[src/hdl/vgsr_pkg.sv]
// ----------------------------------------------------------------------------
// vgsr_pkg
// Shared types and constants of the voxel grid shape rasterizer.
// ----------------------------------------------------------------------------
package vgsr_pkg;

    localparam int CRD_W  = 8;
    localparam int HI_W   = 9;
    localparam int SQ_W   = 16;
    localparam int COEF_W = 20;
    localparam int RHS_W  = 30;
    localparam int PROD_W = 36;
    localparam int SUM_W  = 38;
    localparam int COL_W  = 32;

    localparam logic [3:0] FN_SET_BOX = 4'd0;
    localparam logic [3:0] FN_CLR_BOX = 4'd1;
    localparam logic [3:0] FN_SET_SPH = 4'd2;
    localparam logic [3:0] FN_CLR_SPH = 4'd3;
    localparam logic [3:0] FN_SET_ELL = 4'd4;
    localparam logic [3:0] FN_CLR_ELL = 4'd5;
    localparam logic [3:0] FN_SET_VOX = 4'd6;
    localparam logic [3:0] FN_CLR_VOX = 4'd7;
    localparam logic [3:0] FN_READ    = 4'd8;

    localparam logic [1:0] OP_NONE = 2'd0;
    localparam logic [1:0] OP_SCAN = 2'd1;
    localparam logic [1:0] OP_READ = 2'd2;

    localparam logic [1:0] REG_RED   = 2'd0;
    localparam logic [1:0] REG_GREEN = 2'd1;
    localparam logic [1:0] REG_BLUE  = 2'd2;
    localparam logic [1:0] REG_ALPHA = 2'd3;

    typedef struct packed {
        logic [3:0] func;
        logic [4:0] ax;
        logic [4:0] ay;
        logic [4:0] az;
        logic [5:0] bx;
        logic [5:0] by;
        logic [5:0] bz;
        logic [5:0] radius;
        logic [4:0] rad_x;
        logic [4:0] rad_y;
        logic [4:0] rad_z;
    } cmd_in_t;

    typedef struct packed {
        logic       voxel_shown;
        logic [7:0] voxel_red;
        logic [7:0] voxel_green;
        logic [7:0] voxel_blue;
        logic [7:0] voxel_alpha;
    } res_t;

    typedef struct packed {
        logic [1:0]        op;
        logic              set;
        logic              shape;
        logic [CRD_W-1:0]  lo_x;
        logic [CRD_W-1:0]  lo_y;
        logic [CRD_W-1:0]  lo_z;
        logic [HI_W-1:0]   hi_x;
        logic [HI_W-1:0]   hi_y;
        logic [HI_W-1:0]   hi_z;
        logic [4:0]        c_x;
        logic [4:0]        c_y;
        logic [4:0]        c_z;
        logic [COEF_W-1:0] k_x;
        logic [COEF_W-1:0] k_y;
        logic [COEF_W-1:0] k_z;
        logic [RHS_W-1:0]  rhs;
    } cmd_t;

endpackage

[src/hdl/vgsr_cmdq.sv]
// ----------------------------------------------------------------------------
// vgsr_cmdq
// Two-entry command queue between the front and back parts.
// ----------------------------------------------------------------------------
module vgsr_cmdq (
    input  logic           clk,
    input  logic           rst_n,
    input  logic           push,
    output logic           full,
    input  vgsr_pkg::cmd_t wdata,
    input  logic           pop,
    output logic           empty,
    output vgsr_pkg::cmd_t rdata
);
    import vgsr_pkg::*;

    cmd_t       slot_reg [2];
    logic       wp_reg, rp_reg;
    logic [1:0] cnt_reg, cnt_next;
    logic       do_push, do_pop;

    assign full    = (cnt_reg == 2'd2);
    assign empty   = (cnt_reg == 2'd0);
    assign rdata   = slot_reg[rp_reg];
    assign do_push = push && !full;
    assign do_pop  = pop && !empty;

    always_comb
    begin
        cnt_next = cnt_reg;
        if (do_push && !do_pop)
        begin
            cnt_next = cnt_reg + 2'd1;
        end
        else if (do_pop && !do_push)
        begin
            cnt_next = cnt_reg - 2'd1;
        end
    end

    always_ff @(posedge clk or negedge rst_n)
    begin
        if (!rst_n)
        begin
            wp_reg  <= 1'b0;
            rp_reg  <= 1'b0;
            cnt_reg <= 2'd0;
        end
        else
        begin
            cnt_reg <= cnt_next;
            if (do_push) wp_reg <= ~wp_reg;
            if (do_pop)  rp_reg <= ~rp_reg;
        end
    end

    always_ff @(posedge clk)
    begin
        if (do_push)
        begin
            slot_reg[wp_reg] <= wdata;
        end
    end

endmodule

[config.mk]
export PLATFORM = sky130hd
export DESIGN_NAME = vgsr_cmdq
export DESIGN_NICKNAME = d
export VERILOG_FILES = /design/src/hdl/vgsr_pkg.sv /design/src/hdl/vgsr_cmdq.sv
export SDC_FILE = /design/constraint.sdc
export NUM_CORES = 1
export LEC_CHECK = 0
export CORE_ASPECT_RATIO = 1.2
export CORE_MARGIN = 5
export CORE_UTILIZATION = 55
export DETAILED_ROUTE_END_ITERATION = 7
export DONT_BUFFER_PORTS = 1
export HOLD_SLACK_MARGIN = 0.03
export PLACE_DENSITY = 0.73
export SLEW_MARGIN = 0
export SYNTH_ARGS = -nofsm -noshare
export SYNTH_HDL_FRONTEND = slang
export SYNTH_SLANG_ARGS = --single-unit
[constraint.sdc]
create_clock -name clk -period 8.3 [get_ports clk]
set_input_delay 1.245 -clock clk [delete_from_list [all_inputs] [get_ports clk]]
set_output_delay 1.245 -clock clk [all_outputs]
set_load 0.01 [all_outputs]
==> results of run 1 <==
kinds of logic (layout without fill, tap and decap cells):
family	after synthesis	count (layout)	share of synthesized area
adder cells (fa/ha/maj)	1	1	0.00103
AND/OR/NAND/NOR	6	6	0.00227
AO/OA/AOI/OAI	1	1	0.000413
XOR/XNOR	5	5	0.00362
buffers and inverters	20	54	0.0137
flip-flops	324	324	0.802
multiplexers	160	160	0.177
worst max-delay path by stage:
| stage | to | slack, ps | depth (start not counted) |
|---|---|---|---|
| floorplan | slot_reg[0][0] | 2350 | 2 |
| global placement | rdata[20] | 4710 | 2 |
| detailed placement | rdata[20] | 4670 | 2 |
| CTS | rdata[20] | 4080 | 2 |
| global route | rdata[23] | 4000 | 2 |
| finish | rdata[155] | 4200 | 2 |
through the flow:
stage / instances / hold slack [ps]
final: 825 / 415
after global routing: 825 / 383
after CTS: 825 / 380
after detailed placement: 778 / 523
after global placement: 778 / 505
after floorplan: 517 / 479
routing by layer:
metal  global-route usage  wire [um]  vias up  share of wire
li1                     -          -     2075              -
met1                0.158       6770     2339           0.31
met2                0.290      11500      243           0.53
met3                0.100       2980       37           0.14
met4               0.0494        432        4          0.020
met5                    0         27        -         0.0012
layout by cell type (no fill, tap or decap), drive strengths merged, types with 2 or more instances in the layout:
master / instances
edfxtp: 320
mux2: 160
clkbuf: 37
clkinv: 6
buf: 5
dfrtp: 4
xnor2: 3
bufinv: 3
nor2: 3
inv: 2
xor2: 2
power by group:
group          switching (W)  total [W]  internal, W
registers           0.000166    0.00241      0.00224
clock network       0.000515    0.00124     0.000728
logic               0.000693    0.00124     0.000545
total                0.00137    0.00489      0.00352
cell type report:
type	count	area, um^2	share of cell area
clock inverter	10	124	0.00937
multi-input combinational	173	2240	0.169
sequential	324	9710	0.735
inverter	2	7.51	0.000568
tap	274	343	0.0259
clock buffer	37	756	0.0572
timing repair buffer	5	37.5	0.00284
==> implementation parameters, run 1 <==
Parameter                              Value

Clock network
  Clock tree from TritonCTS    done
  Number of buffers inserted by post-CTS setup repair    0
  Number of CTS-inserted buffers    29
  Number of clock sinks seen by CTS    approximately 320
  CTS clock-pin slew for the worst setup and hold paths    60 ps
  Hold Buf Count CTS    0
  Root cell of the clock tree    sky130_fd_sc_hd__clkbuf_16
  Clock latency reported for the late side of the worst-skew pair    530 ps
  H-tree depth    1
  Number of resized instances in the post-cts repair step    0
  Clk buf depth    3

Route
  Number of vias per cell after detailed routing    between 5 and 6
  Count of antenna-violating nets left after detailed routing    0
  Detailed-routing iteration count for the pre-antenna-repair pass    4
  Total wire length    around 22000 um
  Drc violations    0
  Initial DRC Count    approximately 210
  Total vias in the final route    approximately 4.7k
  Average wire per standard cell    between 20 and 30 um

Global route
  Wire length of the first global-routing pass    31800 um
  Initial antenna violation count    2
  Number of global-route vias before repair    5157
  Total grt overflow    0
  Total global-route track usage    0.164
  Largest net degree at the start of global routing    84

STA
  Period utilisation layout    0.495
  Setup tns final    0 ps
  FMAX    roughly 240 MHz
  Actual transition at the worst max-transition pin    roughly 1100 ps
  Max Transition Viols Final    0
  Setup violations, final    0
  Number of endpoints with negative hold slack in the final report    0
  Worst clock skew    13.5 ps
  Relative slew slack    0.236
  Least setup slack across all paths after layout    4200 ps
  RSZ-0062 raised after global routing    false
  Post-route minimum period    a little over 4000 ps

Worst setup path
  Crit path cell chain    buf_4 -> mux2_2
  End of the worst register-to-register path    slot_reg[1][20]
  Reg2Reg Setup Slack    ~5300 ps
  Data required time of the critical path    a little over 7000 ps
  Slowest stage cell on the critical path    sky130_fd_sc_hd__dfrtp_4
  Crit path buffers/inverters    1
  CP arrival    2860 ps
  Largest fanout of any net on the critical path    59
  Worst reg2reg path startpoint    cnt_reg[0]
  Longest individual stage delay on the worst path    around 1100 ps
  Top Family by Delay on Critical Path    flip-flops
  Critical Path Source Type    flop
  Endpoint type of the worst setup path    output port
  R2R cell count    3
  Worst Path Class, Setup    flop to output port
  Startpoint of the worst setup timing path    rp_reg

Layout
  Share of layout cells above drive strength 1    0.370
  Count of inserted antenna diode cells    0
  Final non-filler cell area    ~0.013 mm^2
  Final #Nets    700
  Number of flip-flops under the largest register name    320
  Number of filler instances in the final layout    1496
  Signed area change from the synthesized netlist to the final layout    9.23%
  Post-layout util    0.609

Synth
  Warnings, synthesis    0
  Synthesis-stage register bit count    between 300 and 400
  Top-count cell post-synth    sky130_fd_sc_hd__edfxtp_1
  Mean Syn Cell Area    23.4 um^2
  Number of different library cells in the post-synthesis netlist    15
  Top post-synthesis cells by area    sky130_fd_sc_hd__edfxtp_1 79%, sky130_fd_sc_hd__mux2_4 11%, sky130_fd_sc_hd__mux2_2 6.5%, sky130_fd_sc_hd__buf_6 1.0%, sky130_fd_sc_hd__dfrtp_1 0.83%
  Most used standard cells in the synthesized netlist    320 x sky130_fd_sc_hd__edfxtp_1, 90 x sky130_fd_sc_hd__mux2_4, 70 x sky130_fd_sc_hd__mux2_2
  Fraction of registers with async set or reset after synthesis    0.0123
  Sequential element share of the synthesized area    0.802
  Library cell with the largest summed area after synthesis    sky130_fd_sc_hd__edfxtp_1
  Count of flip-flops with a built-in enable after synthesis    between 300 and 400
  Nets in the synthesized netlist    between 600 and 700
  Top_reg_cell synth    sky130_fd_sc_hd__edfxtp_1
  Netlist area before placement    around 0.012 mm^2
  Area fraction of the dominant cell type after synthesis    0.794
  Cells after synthesis    approximately 520

Floorplanning
  Core box area    0.0217 mm^2
  Starting density of the core    0.558
  Boundary Pins    326
  Die outline area    0.0251 mm^2
  Horiz. Die Dim    about 150 um
  # rows    a little under 60
  Die height    between 150 and 200 um

Power and ir drop
  Leakage power summed over all cells    between 4 and 5 nW
  Total power consumption of the routed design    about 0.0049 W
  Worst voltage drop across the vdd grid    about 0.25 mV
  Pwr Density    between 300 and 400 mW/mm^2

Placed design
  Worst slack at placement    approximately 4700 ps
  Post-DP Area    roughly 0.012 mm^2
  Count of port buffers added during placement    0
  Final weighted congestion in routability-driven placement    about 0.8
  Total half-perimeter wirelength after legalization and detailed placement    about 15000 um

Status
  Run status    finished, final reports clean

Worst hold path
  Worst hold path class    primary input to async pin

Flow run
  Max Cap Viol    0
(Power assumes the default switching activity.)
==> run 2: changes to the inputs <==
- PLACE_DENSITY: 0.73 -> 0.7
- clock period: 8.3 -> 4.1 ns (I/O delays scaled with it)
==> run 2 against run 1 <==
Compared with the run above: total power up 110%; sequential cell count did not move; largest power group unchanged; cell count increased by 1.2%; first-iteration DRC count increased by 2.9%; critical path depth unchanged.
==> implementation parameters, run 2 (synthesis gave the netlist of run 1 again) <==
Parameter                              Value

Layout
  Final cell count without fillers    835 (+1.2%)
  Share of layout cells above drive strength 1    0.390 (+0.0201)
  Count of inserted antenna diode cells    0 (unchanged)
  Number of flip-flops under the largest register name    320 (unchanged)
  Signed area change from the synthesized netlist to the final layout    11.5%
  Most common cell after layout, fill and taps aside    sky130_fd_sc_hd__edfxtp_1
  Most frequent cells in the layout    320 x sky130_fd_sc_hd__edfxtp_1, 90 x sky130_fd_sc_hd__mux2_4, 70 x sky130_fd_sc_hd__mux2_2, 31 x sky130_fd_sc_hd__clkbuf_16, 8 x sky130_fd_sc_hd__bufinv_16
  Final #Nets    704 (+0.57%)

STA
  Setup violations, final    0 (unchanged)
  Worst clock skew    10.9 ps (-2.52 ps)
  Setup tns final    0 ps (unchanged)
  Period utilisation layout    0.730
  Max Transition Viols Final    0 (unchanged)
  Relative slew slack    0.296 (+0.0609)
  FMAX    around 330 MHz
  Number of endpoints with negative hold slack in the final report    0 (unchanged)
  Actual transition at the worst max-transition pin    1060 ps (-88.6 ps)
  Post-route minimum period    2990 ps
  RSZ-0062 raised after global routing    false

Clock network
  Hold Buf Count CTS    1 (+1)
  Clock tree from TritonCTS    done
  Clk buf depth    3 (unchanged)
  CTS clock-pin slew for the worst setup and hold paths    60 ps (about the same)
  H-tree depth    1 (unchanged)
  Number of CTS-inserted buffers    31 (+6.9%)
  Clock latency reported for the late side of the worst-skew pair    530 ps (about the same)
  Number of clock sinks seen by CTS    324 (unchanged)
  Number of resized instances in the post-cts repair step    0 (unchanged)
  Root cell of the clock tree    sky130_fd_sc_hd__clkbuf_16
  Number of buffers inserted by post-CTS setup repair    0 (unchanged)

Floorplanning
  Horiz. Die Dim    145 um (unchanged)
  Die height    173 um (unchanged)
  Die outline area    0.0251 mm^2 (unchanged)
  # rows    59 (unchanged)
  Core box area    0.0217 mm^2 (unchanged)
  Starting density of the core    0.558 (unchanged)
  Boundary Pins    326 (unchanged)

Worst setup path
  Critical Path Source Type    flop
  Data required time of the critical path    3480 ps (-3570 ps)
  Endpoint type of the worst setup path    output port
  Worst Path Class, Setup    flop to output port
  Largest fanout of any net on the critical path    69 (+17%)
  CP arrival    2380 ps (-480 ps)

Route
  Detailed-routing iteration count for the pre-antenna-repair pass    4 (unchanged)
  Number of vias per cell after detailed routing    5.71 (+0.34%)
  Drc violations    0 (unchanged)
  Count of antenna-violating nets left after detailed routing    0 (unchanged)
  Total wire length    22000 um (+1.3%)
  Total vias in the final route    4771 (+1.6%)
  Initial DRC Count    215 (+2.9%)
  Average wire per standard cell    26.3 um (about the same)

Power and ir drop
  Share of power burned in registers    0.463 (-0.030)
  Int Pwr    0.00755 W (+110%)
  Net switching fraction of the power    0.277 (-0.00428)
  Net switching power    0.00289 W (+110%)
  Combinational group share of total power    0.250 (-0.003)
  Worst voltage drop across the vdd grid    0.535 mV (+110%)
  Part of the total power dissipated in the clock network    0.288 (+0.034)
  Leakage power summed over all cells    4.67 nW (+2.9%)
  Pwr Density    773 mW/mm^2 (+110%)

Status
  Run status    finished, final reports clean

Global route
  Initial antenna violation count    2 (unchanged)
  Total grt overflow    0 (unchanged)
  Total global-route track usage    0.167 (+0.00269)
  Number of global-route vias before repair    5240 (+1.6%)
  Largest net degree at the start of global routing    82 (-2.4%)
  Wire length of the first global-routing pass    32400 um (+1.8%)

Flow run
  Max Cap Viol    0 (unchanged)

Placed design
  Count of port buffers added during placement    0 (unchanged)
  Final weighted congestion in routability-driven placement    0.743 (-4.6%)
  Placed cells    779 (+0.13%)
  Total half-perimeter wirelength after legalization and detailed placement    14800 um (-1.9%)

Worst hold path
  Worst hold path class    primary input to flop
## run 2: cell types whose count changed in the layout (fill, tap and decap cells not counted)
cell	change
sky130_fd_sc_hd__clkinvlp_4	+2
sky130_fd_sc_hd__buf_12	+3
sky130_fd_sc_hd__bufinv_16	+5
sky130_fd_sc_hd__buf_4	-2
sky130_fd_sc_hd__clkinv_2	+4
sky130_fd_sc_hd__clkbuf_16	+2
sky130_fd_sc_hd__clkbuf_1	-6
sky130_fd_sc_hd__clkinv_4	+1
sky130_fd_sc_hd__dlygate4sd3_1	+1
## run 2: power groups by stage
stage / combinational, W / clock (W) / sequential, W
after floorplan: 0.00233 / 0 / 0.00477
after global placement: 0.00261 / 0 / 0.00486
after detailed placement: 0.00267 / 0 / 0.00490
after CTS: 0.00268 / 0.00307 / 0.00484
after global routing: 0.00276 / 0.00322 / 0.00490
final: 0.00260 / 0.00300 / 0.00483
## run 2: path summary, 6_finish.rpt
path / cells after the start / slack [ps] / endpoint / from
worst max-delay path: 2 / 1110 / rdata[12] / rp_reg
worst min-delay path: 0 / 170 / slot_reg[0][33] / wdata[33]
worst max register to register: 3 / 1830 / slot_reg[1][68] / cnt_reg[0]
worst min register to register: 1 / 530 / cnt_reg[1] / cnt_reg[1]
max in group asynchronous: 1 / 3540 / rp_reg / rst_n
min in group asynchronous: 1 / 360 / rp_reg / rst_n
## run 2: area by class of cell
class	instances	area (um^2)
Inverter	2	7.51
Tap cell	274	343
Timing Repair Buffer	7	92.6
Clock buffer	33	783
Multi-Input combinational cell	173	2240
Clock inverter	22	318
Sequential cell	324	9710
Fill cell	1460	8210
## run 2: critical path, stage by stage, from the launching register on
cell and delay, ps:
sky130_fd_sc_hd__dfrtp_4 900, sky130_fd_sc_hd__buf_12 410, sky130_fd_sc_hd__mux2_2 430
## run 2: metal layers
metal  GRT usage  share of wire  up-vias
met4      0.0502          0.028        2
met5           0        0.00073        -
met1       0.174           0.33     2369
li1            -              -     2093
met2       0.284           0.51      263
met3      0.0968           0.13       44
## run 2: through the flow
step | utilization | hold slack (ps) | power (W) | setup slack (ps) | instance area [um^2]
floorplan | - | 319 | 0.00710 | 571 | 12100
global placement | 0.571 | 320 | 0.00747 | 1650 | 12400
detailed placement | 0.571 | 320 | 0.00757 | 1620 | 12400
CTS | 0.622 | 142 | 0.0106 | 1040 | 13500
global route | 0.622 | 136 | 0.0109 | 973 | 13500
finish | 0.622 | 173 | 0.0104 | 1110 | 13500
