File: src/hdl/vgsr_pkg.sv
// ----------------------------------------------------------------------------
// vgsr_pkg
// Shared types and constants of the voxel grid shape rasterizer.
// ----------------------------------------------------------------------------
package vgsr_pkg;

    localparam int CRD_W  = 8;
    localparam int HI_W   = 9;
    localparam int SQ_W   = 16;
    localparam int COEF_W = 20;
    localparam int RHS_W  = 30;
    localparam int PROD_W = 36;
    localparam int SUM_W  = 38;
    localparam int COL_W  = 32;

    localparam logic [3:0] FN_SET_BOX = 4'd0;
    localparam logic [3:0] FN_CLR_BOX = 4'd1;
    localparam logic [3:0] FN_SET_SPH = 4'd2;
    localparam logic [3:0] FN_CLR_SPH = 4'd3;
    localparam logic [3:0] FN_SET_ELL = 4'd4;
    localparam logic [3:0] FN_CLR_ELL = 4'd5;
    localparam logic [3:0] FN_SET_VOX = 4'd6;
    localparam logic [3:0] FN_CLR_VOX = 4'd7;
    localparam logic [3:0] FN_READ    = 4'd8;

    localparam logic [1:0] OP_NONE = 2'd0;
    localparam logic [1:0] OP_SCAN = 2'd1;
    localparam logic [1:0] OP_READ = 2'd2;

    localparam logic [1:0] REG_RED   = 2'd0;
    localparam logic [1:0] REG_GREEN = 2'd1;
    localparam logic [1:0] REG_BLUE  = 2'd2;
    localparam logic [1:0] REG_ALPHA = 2'd3;

    typedef struct packed {
        logic [3:0] func;
        logic [4:0] ax;
        logic [4:0] ay;
        logic [4:0] az;
        logic [5:0] bx;
        logic [5:0] by;
        logic [5:0] bz;
        logic [5:0] radius;
        logic [4:0] rad_x;
        logic [4:0] rad_y;
        logic [4:0] rad_z;
    } cmd_in_t;

    typedef struct packed {
        logic       voxel_shown;
        logic [7:0] voxel_red;
        logic [7:0] voxel_green;
        logic [7:0] voxel_blue;
        logic [7:0] voxel_alpha;
    } res_t;

    typedef struct packed {
        logic [1:0]        op;
        logic              set;
        logic              shape;
        logic [CRD_W-1:0]  lo_x;
        logic [CRD_W-1:0]  lo_y;
        logic [CRD_W-1:0]  lo_z;
        logic [HI_W-1:0]   hi_x;
        logic [HI_W-1:0]   hi_y;
        logic [HI_W-1:0]   hi_z;
        logic [4:0]        c_x;
        logic [4:0]        c_y;
        logic [4:0]        c_z;
        logic [COEF_W-1:0] k_x;
        logic [COEF_W-1:0] k_y;
        logic [COEF_W-1:0] k_z;
        logic [RHS_W-1:0]  rhs;
    } cmd_t;

endpackage

File: src/hdl/vgsr_front.sv
// ----------------------------------------------------------------------------
// vgsr_front
// Accepts commands, classifies them and works out scan bounds and test terms.
// ----------------------------------------------------------------------------
module vgsr_front #(
    parameter int SIZE_X = 32,
    parameter int SIZE_Y = 32,
    parameter int SIZE_Z = 32
) (
    input  logic            clk,
    input  logic            rst_n,
    input  logic            hold,
    input  logic            push,
    output logic            full,
    input  vgsr_pkg::cmd_in_t cmd,
    input  logic            q_full,
    output logic            q_push,
    output vgsr_pkg::cmd_t  q_data
);
    import vgsr_pkg::*;

    localparam logic [2:0] F_IDLE = 3'd0;
    localparam logic [2:0] F_SQ   = 3'd1;
    localparam logic [2:0] F_MUL  = 3'd2;
    localparam logic [2:0] F_RHS  = 3'd3;
    localparam logic [2:0] F_PUSH = 3'd4;

    localparam logic [HI_W-1:0] LIM_X = HI_W'(SIZE_X);
    localparam logic [HI_W-1:0] LIM_Y = HI_W'(SIZE_Y);
    localparam logic [HI_W-1:0] LIM_Z = HI_W'(SIZE_Z);

    logic [2:0]        state_reg, state_next;
    cmd_in_t           in_reg;
    logic [9:0]        x2_reg, y2_reg, z2_reg;
    logic [13:0]       sph_reg;
    logic [COEF_W-1:0] kx_reg, ky_reg, kz_reg;
    logic [RHS_W-1:0]  rhs_reg;
    logic [6:0]        r1;
    logic [HI_W-1:0]   ax_e, ay_e, az_e;
    logic [HI_W-1:0]   bx_c, by_c, bz_c;
    logic [HI_W-1:0]   vx_c, vy_c, vz_c;
    cmd_t              c;

    assign full = hold || (state_reg != F_IDLE);
    assign q_push = (state_reg == F_PUSH) && !q_full;
    assign r1 = 7'(in_reg.radius) + 7'd1;

    always_comb
    begin
        state_next = state_reg;
        unique case (state_reg)
            F_IDLE:  if (push && !full) state_next = F_SQ;
            F_SQ:    state_next = F_MUL;
            F_MUL:   state_next = F_RHS;
            F_RHS:   state_next = F_PUSH;
            F_PUSH:  if (!q_full) state_next = F_IDLE;
            default: state_next = F_IDLE;
        endcase
    end

    always_ff @(posedge clk or negedge rst_n)
    begin
        if (!rst_n)
        begin
            state_reg <= F_IDLE;
        end
        else
        begin
            state_reg <= state_next;
        end
    end

    always_ff @(posedge clk)
    begin
        if (state_reg == F_IDLE && push && !full)
        begin
            in_reg <= cmd;
        end
        if (state_reg == F_SQ)
        begin
            x2_reg  <= 10'(in_reg.rad_x) * 10'(in_reg.rad_x);
            y2_reg  <= 10'(in_reg.rad_y) * 10'(in_reg.rad_y);
            z2_reg  <= 10'(in_reg.rad_z) * 10'(in_reg.rad_z);
            sph_reg <= 14'(r1) * 14'(r1);
        end
        if (state_reg == F_MUL)
        begin
            kx_reg <= COEF_W'(y2_reg) * COEF_W'(z2_reg);
            ky_reg <= COEF_W'(x2_reg) * COEF_W'(z2_reg);
            kz_reg <= COEF_W'(x2_reg) * COEF_W'(y2_reg);
        end
        if (state_reg == F_RHS)
        begin
            rhs_reg <= RHS_W'(kx_reg) * RHS_W'(x2_reg);
        end
    end

    assign ax_e = HI_W'(in_reg.ax);
    assign ay_e = HI_W'(in_reg.ay);
    assign az_e = HI_W'(in_reg.az);
    assign bx_c = (HI_W'(in_reg.bx) < LIM_X) ? HI_W'(in_reg.bx) : LIM_X;
    assign by_c = (HI_W'(in_reg.by) < LIM_Y) ? HI_W'(in_reg.by) : LIM_Y;
    assign bz_c = (HI_W'(in_reg.bz) < LIM_Z) ? HI_W'(in_reg.bz) : LIM_Z;
    assign vx_c = (ax_e + HI_W'(1) < LIM_X) ? ax_e + HI_W'(1) : LIM_X;
    assign vy_c = (ay_e + HI_W'(1) < LIM_Y) ? ay_e + HI_W'(1) : LIM_Y;
    assign vz_c = (az_e + HI_W'(1) < LIM_Z) ? az_e + HI_W'(1) : LIM_Z;

    always_comb
    begin
        c       = '0;
        c.set   = ~in_reg.func[0];
        c.c_x   = in_reg.ax;
        c.c_y   = in_reg.ay;
        c.c_z   = in_reg.az;
        c.lo_x  = CRD_W'(in_reg.ax);
        c.lo_y  = CRD_W'(in_reg.ay);
        c.lo_z  = CRD_W'(in_reg.az);
        unique case (in_reg.func)
            FN_SET_BOX, FN_CLR_BOX:
            begin
                c.hi_x = bx_c;
                c.hi_y = by_c;
                c.hi_z = bz_c;
                c.op = (bx_c > ax_e && by_c > ay_e && bz_c > az_e) ? OP_SCAN : OP_NONE;
            end
            FN_SET_VOX, FN_CLR_VOX:
            begin
                c.hi_x = vx_c;
                c.hi_y = vy_c;
                c.hi_z = vz_c;
                c.op = (vx_c > ax_e && vy_c > ay_e && vz_c > az_e) ? OP_SCAN : OP_NONE;
            end
            FN_SET_SPH, FN_CLR_SPH:
            begin
                c.op    = OP_SCAN;
                c.shape = 1'b1;
                c.lo_x  = '0;
                c.lo_y  = '0;
                c.lo_z  = '0;
                c.hi_x  = LIM_X;
                c.hi_y  = LIM_Y;
                c.hi_z  = LIM_Z;
                c.k_x   = COEF_W'(1);
                c.k_y   = COEF_W'(1);
                c.k_z   = COEF_W'(1);
                c.rhs   = RHS_W'(sph_reg);
            end
            FN_SET_ELL, FN_CLR_ELL:
            begin
                c.op    = OP_SCAN;
                c.shape = 1'b1;
                c.lo_x  = '0;
                c.lo_y  = '0;
                c.lo_z  = '0;
                c.hi_x  = LIM_X;
                c.hi_y  = LIM_Y;
                c.hi_z  = LIM_Z;
                c.k_x   = kx_reg;
                c.k_y   = ky_reg;
                c.k_z   = kz_reg;
                c.rhs   = rhs_reg;
            end
            FN_READ:
            begin
                c.op = (ax_e < LIM_X && ay_e < LIM_Y && az_e < LIM_Z) ? OP_READ : OP_NONE;
            end
            default:
            begin
                c.op = OP_NONE;
            end
        endcase
    end

    assign q_data = c;

endmodule

File: config.mk
export PLATFORM = sky130hd
export DESIGN_NAME = vgsr_front
export DESIGN_NICKNAME = d
export VERILOG_FILES = /design/src/hdl/vgsr_pkg.sv /design/src/hdl/vgsr_front.sv
export SDC_FILE = /design/constraint.sdc
export NUM_CORES = 1
export LEC_CHECK = 0
export ABC_AREA = 1
export BUFFER_PORTS_ARGS = -buffer_cell sky130_fd_sc_hd__buf_2
export CAP_MARGIN = 20
export CELL_PAD_IN_SITES_DETAIL_PLACEMENT = 0
export CELL_PAD_IN_SITES_GLOBAL_PLACEMENT = 1
export CORE_UTILIZATION = 50
export DETAILED_ROUTE_END_ITERATION = 8
export PLACE_DENSITY = 0.88
export SLEW_MARGIN = 20
export SYNTH_ARGS = -nofsm -noshare
export SYNTH_HDL_FRONTEND = slang
export SYNTH_SLANG_ARGS = --single-unit
File: constraint.sdc
create_clock -name clk -period 11.7 [get_ports clk]
set_input_delay 0 -clock clk [delete_from_list [all_inputs] [get_ports clk]]
set_output_delay 0 -clock clk [all_outputs]
set_load 0.02 [all_outputs]
==> results.sh, run 1 <==
export IMPL_worst_pin_slew_ns=0.894
export IMPL_firstDrtPassIters=7
export IMPL_grt_max_degree=72
export IMPL_synth_area_per_cell_um2=7.84
export IMPL_skew_ns=0.0146
export IMPL_drtIter0Drc=1087
export IMPL_wirelength_mm=60.8
export IMPL_synth_top_area_cell="fa_1"
export IMPL_vias=20800
export IMPL_syn_area_um2=26600
export IMPL_gr_usage_all_layers_pct=23.5
export IMPL_layout_drive_gt1_share_pct=7.77
export IMPL_ys_top_cells_by_area="fa_1 22%, edfxtp_1 21%, ha_1 16%, inv_1 13%, nand2_1 12%"
export IMPL_die_h_um=233
export IMPL_async_flop_share_pct=1.60
export IMPL_io_buffers=202
export IMPL_ios=225
export IMPL_path_clk_slew_ns=0.09
export IMPL_regArea_um2=5600
export IMPL_crit_required_ns=11.95
export IMPL_routabilityCongestion=0.911
export IMPL_grt_overflow_total=0
export IMPL_hold_viol=0
export IMPL_synth_top_family_by_area="adder cells"
export IMPL_core_area_um2=52600
export IMPL_nNetsFinal=4284
export IMPL_wire_per_inst_um=14.2
export IMPL_setup_viol=0
export IMPL_largest_reg_flops=43
export IMPL_multiInputGateArea_um2=17100
export IMPL_die_w_um=233
export IMPL_grt_setup_unrepaired="no"
export IMPL_max_slew_margin_pct=40.4
export IMPL_grt_pass1_wl_mm=101
export IMPL_final_common_cell="inv_1"
export IMPL_hpwl_mm=46.6
export IMPL_n_fill_cell=5036
export IMPL_viasPerCell=4.84
export IMPL_antenna_found_initial=0
export IMPL_synth_edf_count=184
export IMPL_yosysSeqAreaShare_pct=21.0
export IMPL_row_count=84
export IMPL_clockBufferDepth=2
export IMPL_crit_path_start_kind="flip-flop"
export IMPL_cts_tree="built"
export IMPL_synth_simple_area_share_pct=18.8
export IMPL_clk_latency_ns=0.50
export IMPL_cts_buffers=17
export IMPL_die_area_um2=54200
export IMPL_muxShareOfSynthArea_pct=0
export IMPL_drc=0
export IMPL_area_growth_pct=10.1
export IMPL_synth_seq_cells=187
export IMPL_antenna_cells=0
export IMPL_hold_class="in2reg"
export IMPL_ys_flop_type="edfxtp_1"
export IMPL_outcome="finished clean"
export IMPL_hold_slack_ns=0.211
export IMPL_drv_cap=0
export IMPL_end_kind="flip-flop"
export IMPL_maxClockFrequency_ghz=0.191
export IMPL_final_cell_area_um2=29300
export IMPL_syn_inst=3395
export IMPL_ys_warn_count=0
export IMPL_final_cell_mix="893 x inv_1, 846 x nand2_1, 342 x ha_1"
export IMPL_ctsHtreeMaxLevel=4
export IMPL_root_buffer="clkbuf_16"
export IMPL_synth_distinct_cells=43
export IMPL_critical_path_class="reg2reg"
export IMPL_synthXorXnorAreaFrac_pct=2.80
export IMPL_fin_crit_ns=5.22
export IMPL_drv_slew=0
export IMPL_start_util_pct=50.7
export IMPL_finalSetupTns_ns=0
export IMPL_synth_compound_area_share_pct=4.21
export IMPL_critPathArrivalTime_ns=5.47
export IMPL_post_route_period_util_pct=44.6
export IMPL_synth_top_area_share_pct=21.7
export IMPL_cp_max_fo=20
export IMPL_placedInstanceArea_um2=28100
export IMPL_grt_pass1_vias=20800
export IMPL_synth_fa_ha_area_share_pct=37.8
export IMPL_cts_sinks=187
export IMPL_ant_nets=0
## what timing repair did
item                                   in CTS  in global routing
hold buffers                               61                  0
gates resized for setup                     0                  0
setup buffers                               0                  0
endpoints found under the hold margin      63                  0
## logic make-up (layout without fill, tap and decap cells)
family	Yosys count	in the layout
other	2	46
buffers and inverters	1046	1210
AO/OA/AOI/OAI	195	195
AND/OR/NAND/NOR	1249	1249
XOR/XNOR	85	85
adder cells (fa/ha/maj)	631	631
flip-flops	187	187
## final timing paths
kind	startpoint	endpoint	slack [ns]	cells after the start
worst max-delay path	x2_reg[8]$_DFFE_PP_	kz_reg[16]$_DFFE_PN_	6.48	16
min in group asynchronous	rst_n	state_reg[1]$_DFFE_PN0P_	0.38	3
worst min-delay path	cmd[28]	in_reg[28]$_DFFE_PP_	0.21	2
max in group asynchronous	rst_n	state_reg[2]$_DFFE_PN0P_	11.17	3
worst max register to register	x2_reg[8]$_DFFE_PP_	kz_reg[16]$_DFFE_PN_	6.48	16
worst min register to register	in_reg[10]$_DFFE_PP_	x2_reg[0]$_DFFE_PP_	0.60	0
## through the flow
step | setup slack, ns | std cells | utilization [%]
floorplan | 6.89 | 3439 | -
global placement | 6.59 | 4198 | 53.5
detailed placement | 6.47 | 4198 | 53.5
CTS | 6.45 | 4291 | 55.8
global route | 6.19 | 4291 | 55.8
finish | 6.48 | 4291 | 55.8
## synth_stat cells, drive strengths merged (5+ instances only)
library cell,number
o21bai,10
o21ai,47
a32o,8
nor3,14
edfxtp,184
inv,899
nor2,224
a21oi,97
buf,76
xnor2,18
nand3b,5
nand3,124
nand4,24
ha,342
a21o,12
a31oi,5
nand2,853
fa,289
xor2,67
clkbuf,71
## final cells by class
type                    instances  share of cell area (%)
clock buffers                  17                    1.45
clock inverters                15                   0.589
inverters                     899                    11.5
multi-input cells            2206                    58.5
flip-flops and latches        187                    19.1
well taps                     688                    2.94
repair buffers                279                    5.94
## worst max-delay path, cell delays in order (launching register included)
cell	delay (ns)
edfxtp_1	0.92
buf_4	0.40
nand2_1	0.11
fa_1	0.55
fa_1	0.45
fa_1	0.54
fa_1	0.55
inv_1	0.04
ha_1	0.28
ha_1	0.35
a21oi_1	0.15
a21boi_0	0.18
nand3_1	0.17
nand2_1	0.12
nand2_1	0.05
nand2_1	0.06
nand2_1	0.04
## metal layers
layer / vias up / GRT usage, % / share of wire (%)
met4: 0 / 7.01 / 2.1
met5: - / 0 / 0
met3: 85 / 3.01 / 4.0
li1: 10500 / - / -
met2: 447 / 41.1 / 48
met1: 9767 / 30.3 / 46
Power of run 1 is not shown: default switching activity piles up to over one toggle a cycle in this logic, so the estimate is an artifact.
==> run 2: changes to the inputs <==
--- a/config.mk
+++ b/config.mk
@@ -5,14 +5,14 @@
 export SDC_FILE = /design/constraint.sdc
 export NUM_CORES = 1
 export LEC_CHECK = 0
-export ABC_AREA = 1
+export ABC_AREA = 0
 export BUFFER_PORTS_ARGS = -buffer_cell sky130_fd_sc_hd__buf_2
 export CAP_MARGIN = 20
 export CELL_PAD_IN_SITES_DETAIL_PLACEMENT = 0
 export CELL_PAD_IN_SITES_GLOBAL_PLACEMENT = 1
-export CORE_UTILIZATION = 50
+export CORE_UTILIZATION = 44
 export DETAILED_ROUTE_END_ITERATION = 8
-export PLACE_DENSITY = 0.88
+export PLACE_DENSITY = 0.79
 export SLEW_MARGIN = 20
 export SYNTH_ARGS = -nofsm -noshare
 export SYNTH_HDL_FRONTEND = slang
==> constraint.sdc (replaced) <==
create_clock -name clk -period 4.35 [get_ports clk]
set_input_delay 0 -clock clk [delete_from_list [all_inputs] [get_ports clk]]
set_output_delay 0 -clock clk [all_outputs]
set_load 0.02 [all_outputs]
==> run 2 against run 1 <==
  * Clock skew rose by 0.0042 ns
  * Hold slack worse by 0.0058 ns
  * Via count fell by 3.7%
  * Cell area grew 16%
  * Non-clock buffer count rose by 431
  * The flow now finishes with violations (setup timing)
  * Clock-buffer cell count rose by 1
  * Global-route usage down 0.23 points
  * Utilization increased by 4.4 points
  * Critical path depth rose by 1
==> results.sh, run 2 <==
export IMPL_yosys_top_cells_count="402 x and2_1, 364 x inv_1, 342 x ha_1"
export IMPL_worst_pin_slew_ns=0.961
export IMPL_synth_most_common_cell="and2_1"
export IMPL_clockBufferDepth=2
export IMPL_reg2reg_from="x2_reg[8]$_DFFE_PP_"
export IMPL_cts_sinks=187
export IMPL_holdPathEnd="q_data[97]$_DFFE_PP_"
export IMPL_setup_viol=54
export IMPL_grt_setup_unrepaired="yes"
export IMPL_crit_path_start_kind="flip-flop"
export IMPL_hold_class="in2reg"
export IMPL_core_area_um2=56700
export IMPL_fin_crit_ns=5.11
export IMPL_end_kind="flip-flop"
export IMPL_critPathArrivalTime_ns=5.34
export IMPL_die_area_um2=58600
export IMPL_row_count=87
export IMPL_antenna_found_initial=0
export IMPL_antenna_cells=0
export IMPL_drv_slew=0
export IMPL_hp_start="cmd[46]"
export IMPL_failed_checks="setup timing"
export IMPL_grt_max_degree=88
export IMPL_nNetsFinal=3903
export IMPL_rrSetupSlack_ns=-0.76
export IMPL_async_flop_share_pct=1.60
export IMPL_ff2ff_path_depth=17
export IMPL_ys_top_cells_by_area="fa_1 23%, edfxtp_1 22%, ha_1 17%, and2_1 9.9%, inv_1 5.4%"
export IMPL_cts_buffers=17
export IMPL_drt_met1_wl_mm=28.8
export IMPL_route_met3_wl_mm=2.27
export IMPL_synth_top_area_cell="fa_1"
export IMPL_yosysSeqAreaShare_pct=22.1
export IMPL_ios=225
export IMPL_grt_pass1_vias=21600
export IMPL_layout_drive_gt1_share_pct=32.9
export IMPL_synth_distinct_cells=84
export IMPL_n_fill_cell=4691
export IMPL_fin_cells=3978
export IMPL_clk_latency_ns=0.50
export IMPL_outcome="complete, but fails checks"
export IMPL_drv_cap=0
export IMPL_synth_edf_count=184
export IMPL_path_clk_slew_ns=0.08
export IMPL_firstDrtPassIters=5
export IMPL_hpwl_mm=51.7
export IMPL_largest_reg_flops=43
export IMPL_hold_depth=2
export IMPL_cp_max_fo=6
export IMPL_grt_overflow_total=0
export IMPL_start_util_pct=44.7
export IMPL_gr_usage_all_layers_pct=23.3
export IMPL_skew_ns=0.0189
export IMPL_final_common_cell="buf_4"
export IMPL_grt_pass1_wl_mm=109
export IMPL_die_h_um=242
export IMPL_wl_met2_mm=34.2
export IMPL_ctsHtreeMaxLevel=4
export IMPL_drtIter0Drc=744
export IMPL_final_cell_mix="357 x buf_4, 353 x and2_1, 321 x inv_1"
export IMPL_die_w_um=242
export IMPL_cts_tree="built"
export IMPL_setup_ws_ns=-0.757
export IMPL_area_growth_pct=34.6
export IMPL_synth_seq_cells=187
export IMPL_ant_nets=0
export IMPL_post_route_period_util_pct=117
export IMPL_place_inst=3786
export IMPL_root_buffer="clkbuf_16"
export IMPL_wire_per_inst_um=16.9
export IMPL_timing_rr_end="rhs_reg[29]$_DFFE_PP_"
export IMPL_max_slew_margin_pct=35.9
export IMPL_ys_flop_type="edfxtp_1"
export IMPL_syn_area_um2=25400
export IMPL_io_buffers=202
export IMPL_vias=20000
export IMPL_top_layer_used="met4"
export IMPL_routabilityCongestion=0.920
export IMPL_hold_viol=0
export IMPL_synth_area_per_cell_um2=9.92
export IMPL_syn_inst=2556
export IMPL_synth_top_area_share_pct=22.8
export IMPL_viasPerCell=5.03
export IMPL_wirelength_mm=67.2
export IMPL_drc=0
export IMPL_critical_path_class="reg2reg"
export IMPL_maxClockFrequency_ghz=0.196
export IMPL_crit_required_ns=4.58
export IMPL_ys_warn_count=0
-- run 2: cell count changes after synthesis, moves of 17 or more --
cell / before / now
a22o_1: 0 / 22
and2_1: 1 / 402
buf_1: 31 / 1
inv_1: 893 / 364
nand2_1: 847 / 177
nand3_1: 122 / 25
nand4_1: 24 / 7
nor2_1: 216 / 88
nor2b_1: 0 / 39
xnor2_1: 18 / 85
xor2_1: 67 / 28
-- run 2: layout make-up --
cell class                 instances  area, um^2  share of cell area [%]
timing repair buffer             710        5440                    15.9
multi-input combinational       1929       20200                    59.1
inverter                         364        1370                    4.00
clock buffer                      18         429                    1.26
sequential                       187        5600                    16.4
clock inverter                    14         178                   0.521
tap                              756         946                    2.77
-- run 2: kinds of logic after synthesis --
| logic type | count (synthesis) | share of synthesized area (%) |
|---|---|---|
| AO/OA/AOI/OAI | 316 | 8.73 |
| XOR/XNOR | 113 | 3.90 |
| adder cells (fa/ha/maj) | 631 | 39.7 |
| buffers and inverters | 484 | 7.74 |
| flip-flops | 187 | 22.1 |
| multiplexers | 8 | 0.335 |
| other | 2 | 0.0296 |
| AND/OR/NAND/NOR | 815 | 17.5 |
-- run 2: critical path, stage by stage, from the launching register on --
cell and delay [ns]:
edfxtp_1 0.44, buf_6 0.15, buf_6 0.11, and2_1 0.14, fa_1 0.49, fa_1 0.58
fa_1 0.44, fa_1 0.49, inv_1 0.05, fa_1 0.48, inv_2 0.05, ha_4 0.30
nand3_2 0.09, o211ai_2 0.19, nor3_1 0.08, or3_4 0.43, a211oi_2 0.26, xnor2_1 0.09
-- run 2: worst max path at each step --
stage / start / depth (start not counted) / endpoint / slack [ns]
final: x2_reg[8]$_DFFE_PP_ / 17 / rhs_reg[29]$_DFFE_PP_ / -0.76
after global placement: x2_reg[5]$_DFFE_PP_ / 20 / rhs_reg[26]$_DFFE_PP_ / -0.70
after floorplan: x2_reg[7]$_DFFE_PP_ / 20 / rhs_reg[28]$_DFFE_PP_ / -0.68
after detailed placement: x2_reg[4]$_DFFE_PP_ / 16 / rhs_reg[27]$_DFFE_PP_ / -0.84
after global routing: x2_reg[4]$_DFFE_PP_ / 17 / rhs_reg[26]$_DFFE_PP_ / -0.95
after CTS: x2_reg[6]$_DFFE_PP_ / 18 / rhs_reg[26]$_DFFE_PP_ / -0.72
-- run 2: per-layer routing --
layer,up-vias,global-route usage [%]
met4,0,8.64
met2,379,41.4
met5,-,0
met3,112,3.04
li1,9606,-
met1,9917,28.8
-- run 2: timing repair --
| item | in CTS | in global routing |
|---|---|---|
| setup buffers | 68 | 46 |
| hold endpoints to repair | 62 | 0 |
| resized for setup | 230 | 176 |
| pin swaps | 148 | 158 |
| hold buffers | 61 | 0 |
| endpoints found under the setup margin | 60 | 63 |
| cloned | 5 | 1 |
-- run 2: metrics by stage --
stage / setup WS [ns] / utilization (%) / setup TNS (ns) / hold slack, ns / instance area, um^2
floorplan: -0.684 / - / -8.27 / -0.296 / 26500
detailed placement: -0.840 / 53.3 / -27.09 / -0.199 / 30200
global route: -0.955 / 60.2 / -35.01 / 0.188 / 34100
finish: -0.757 / 60.2 / -26.29 / 0.205 / 34100
global placement: -0.702 / 53.3 / -22.44 / -0.201 / 30200
CTS: -0.722 / 58.4 / -23.09 / 0.175 / 33100
Power of run 2 is left out for the same reason.
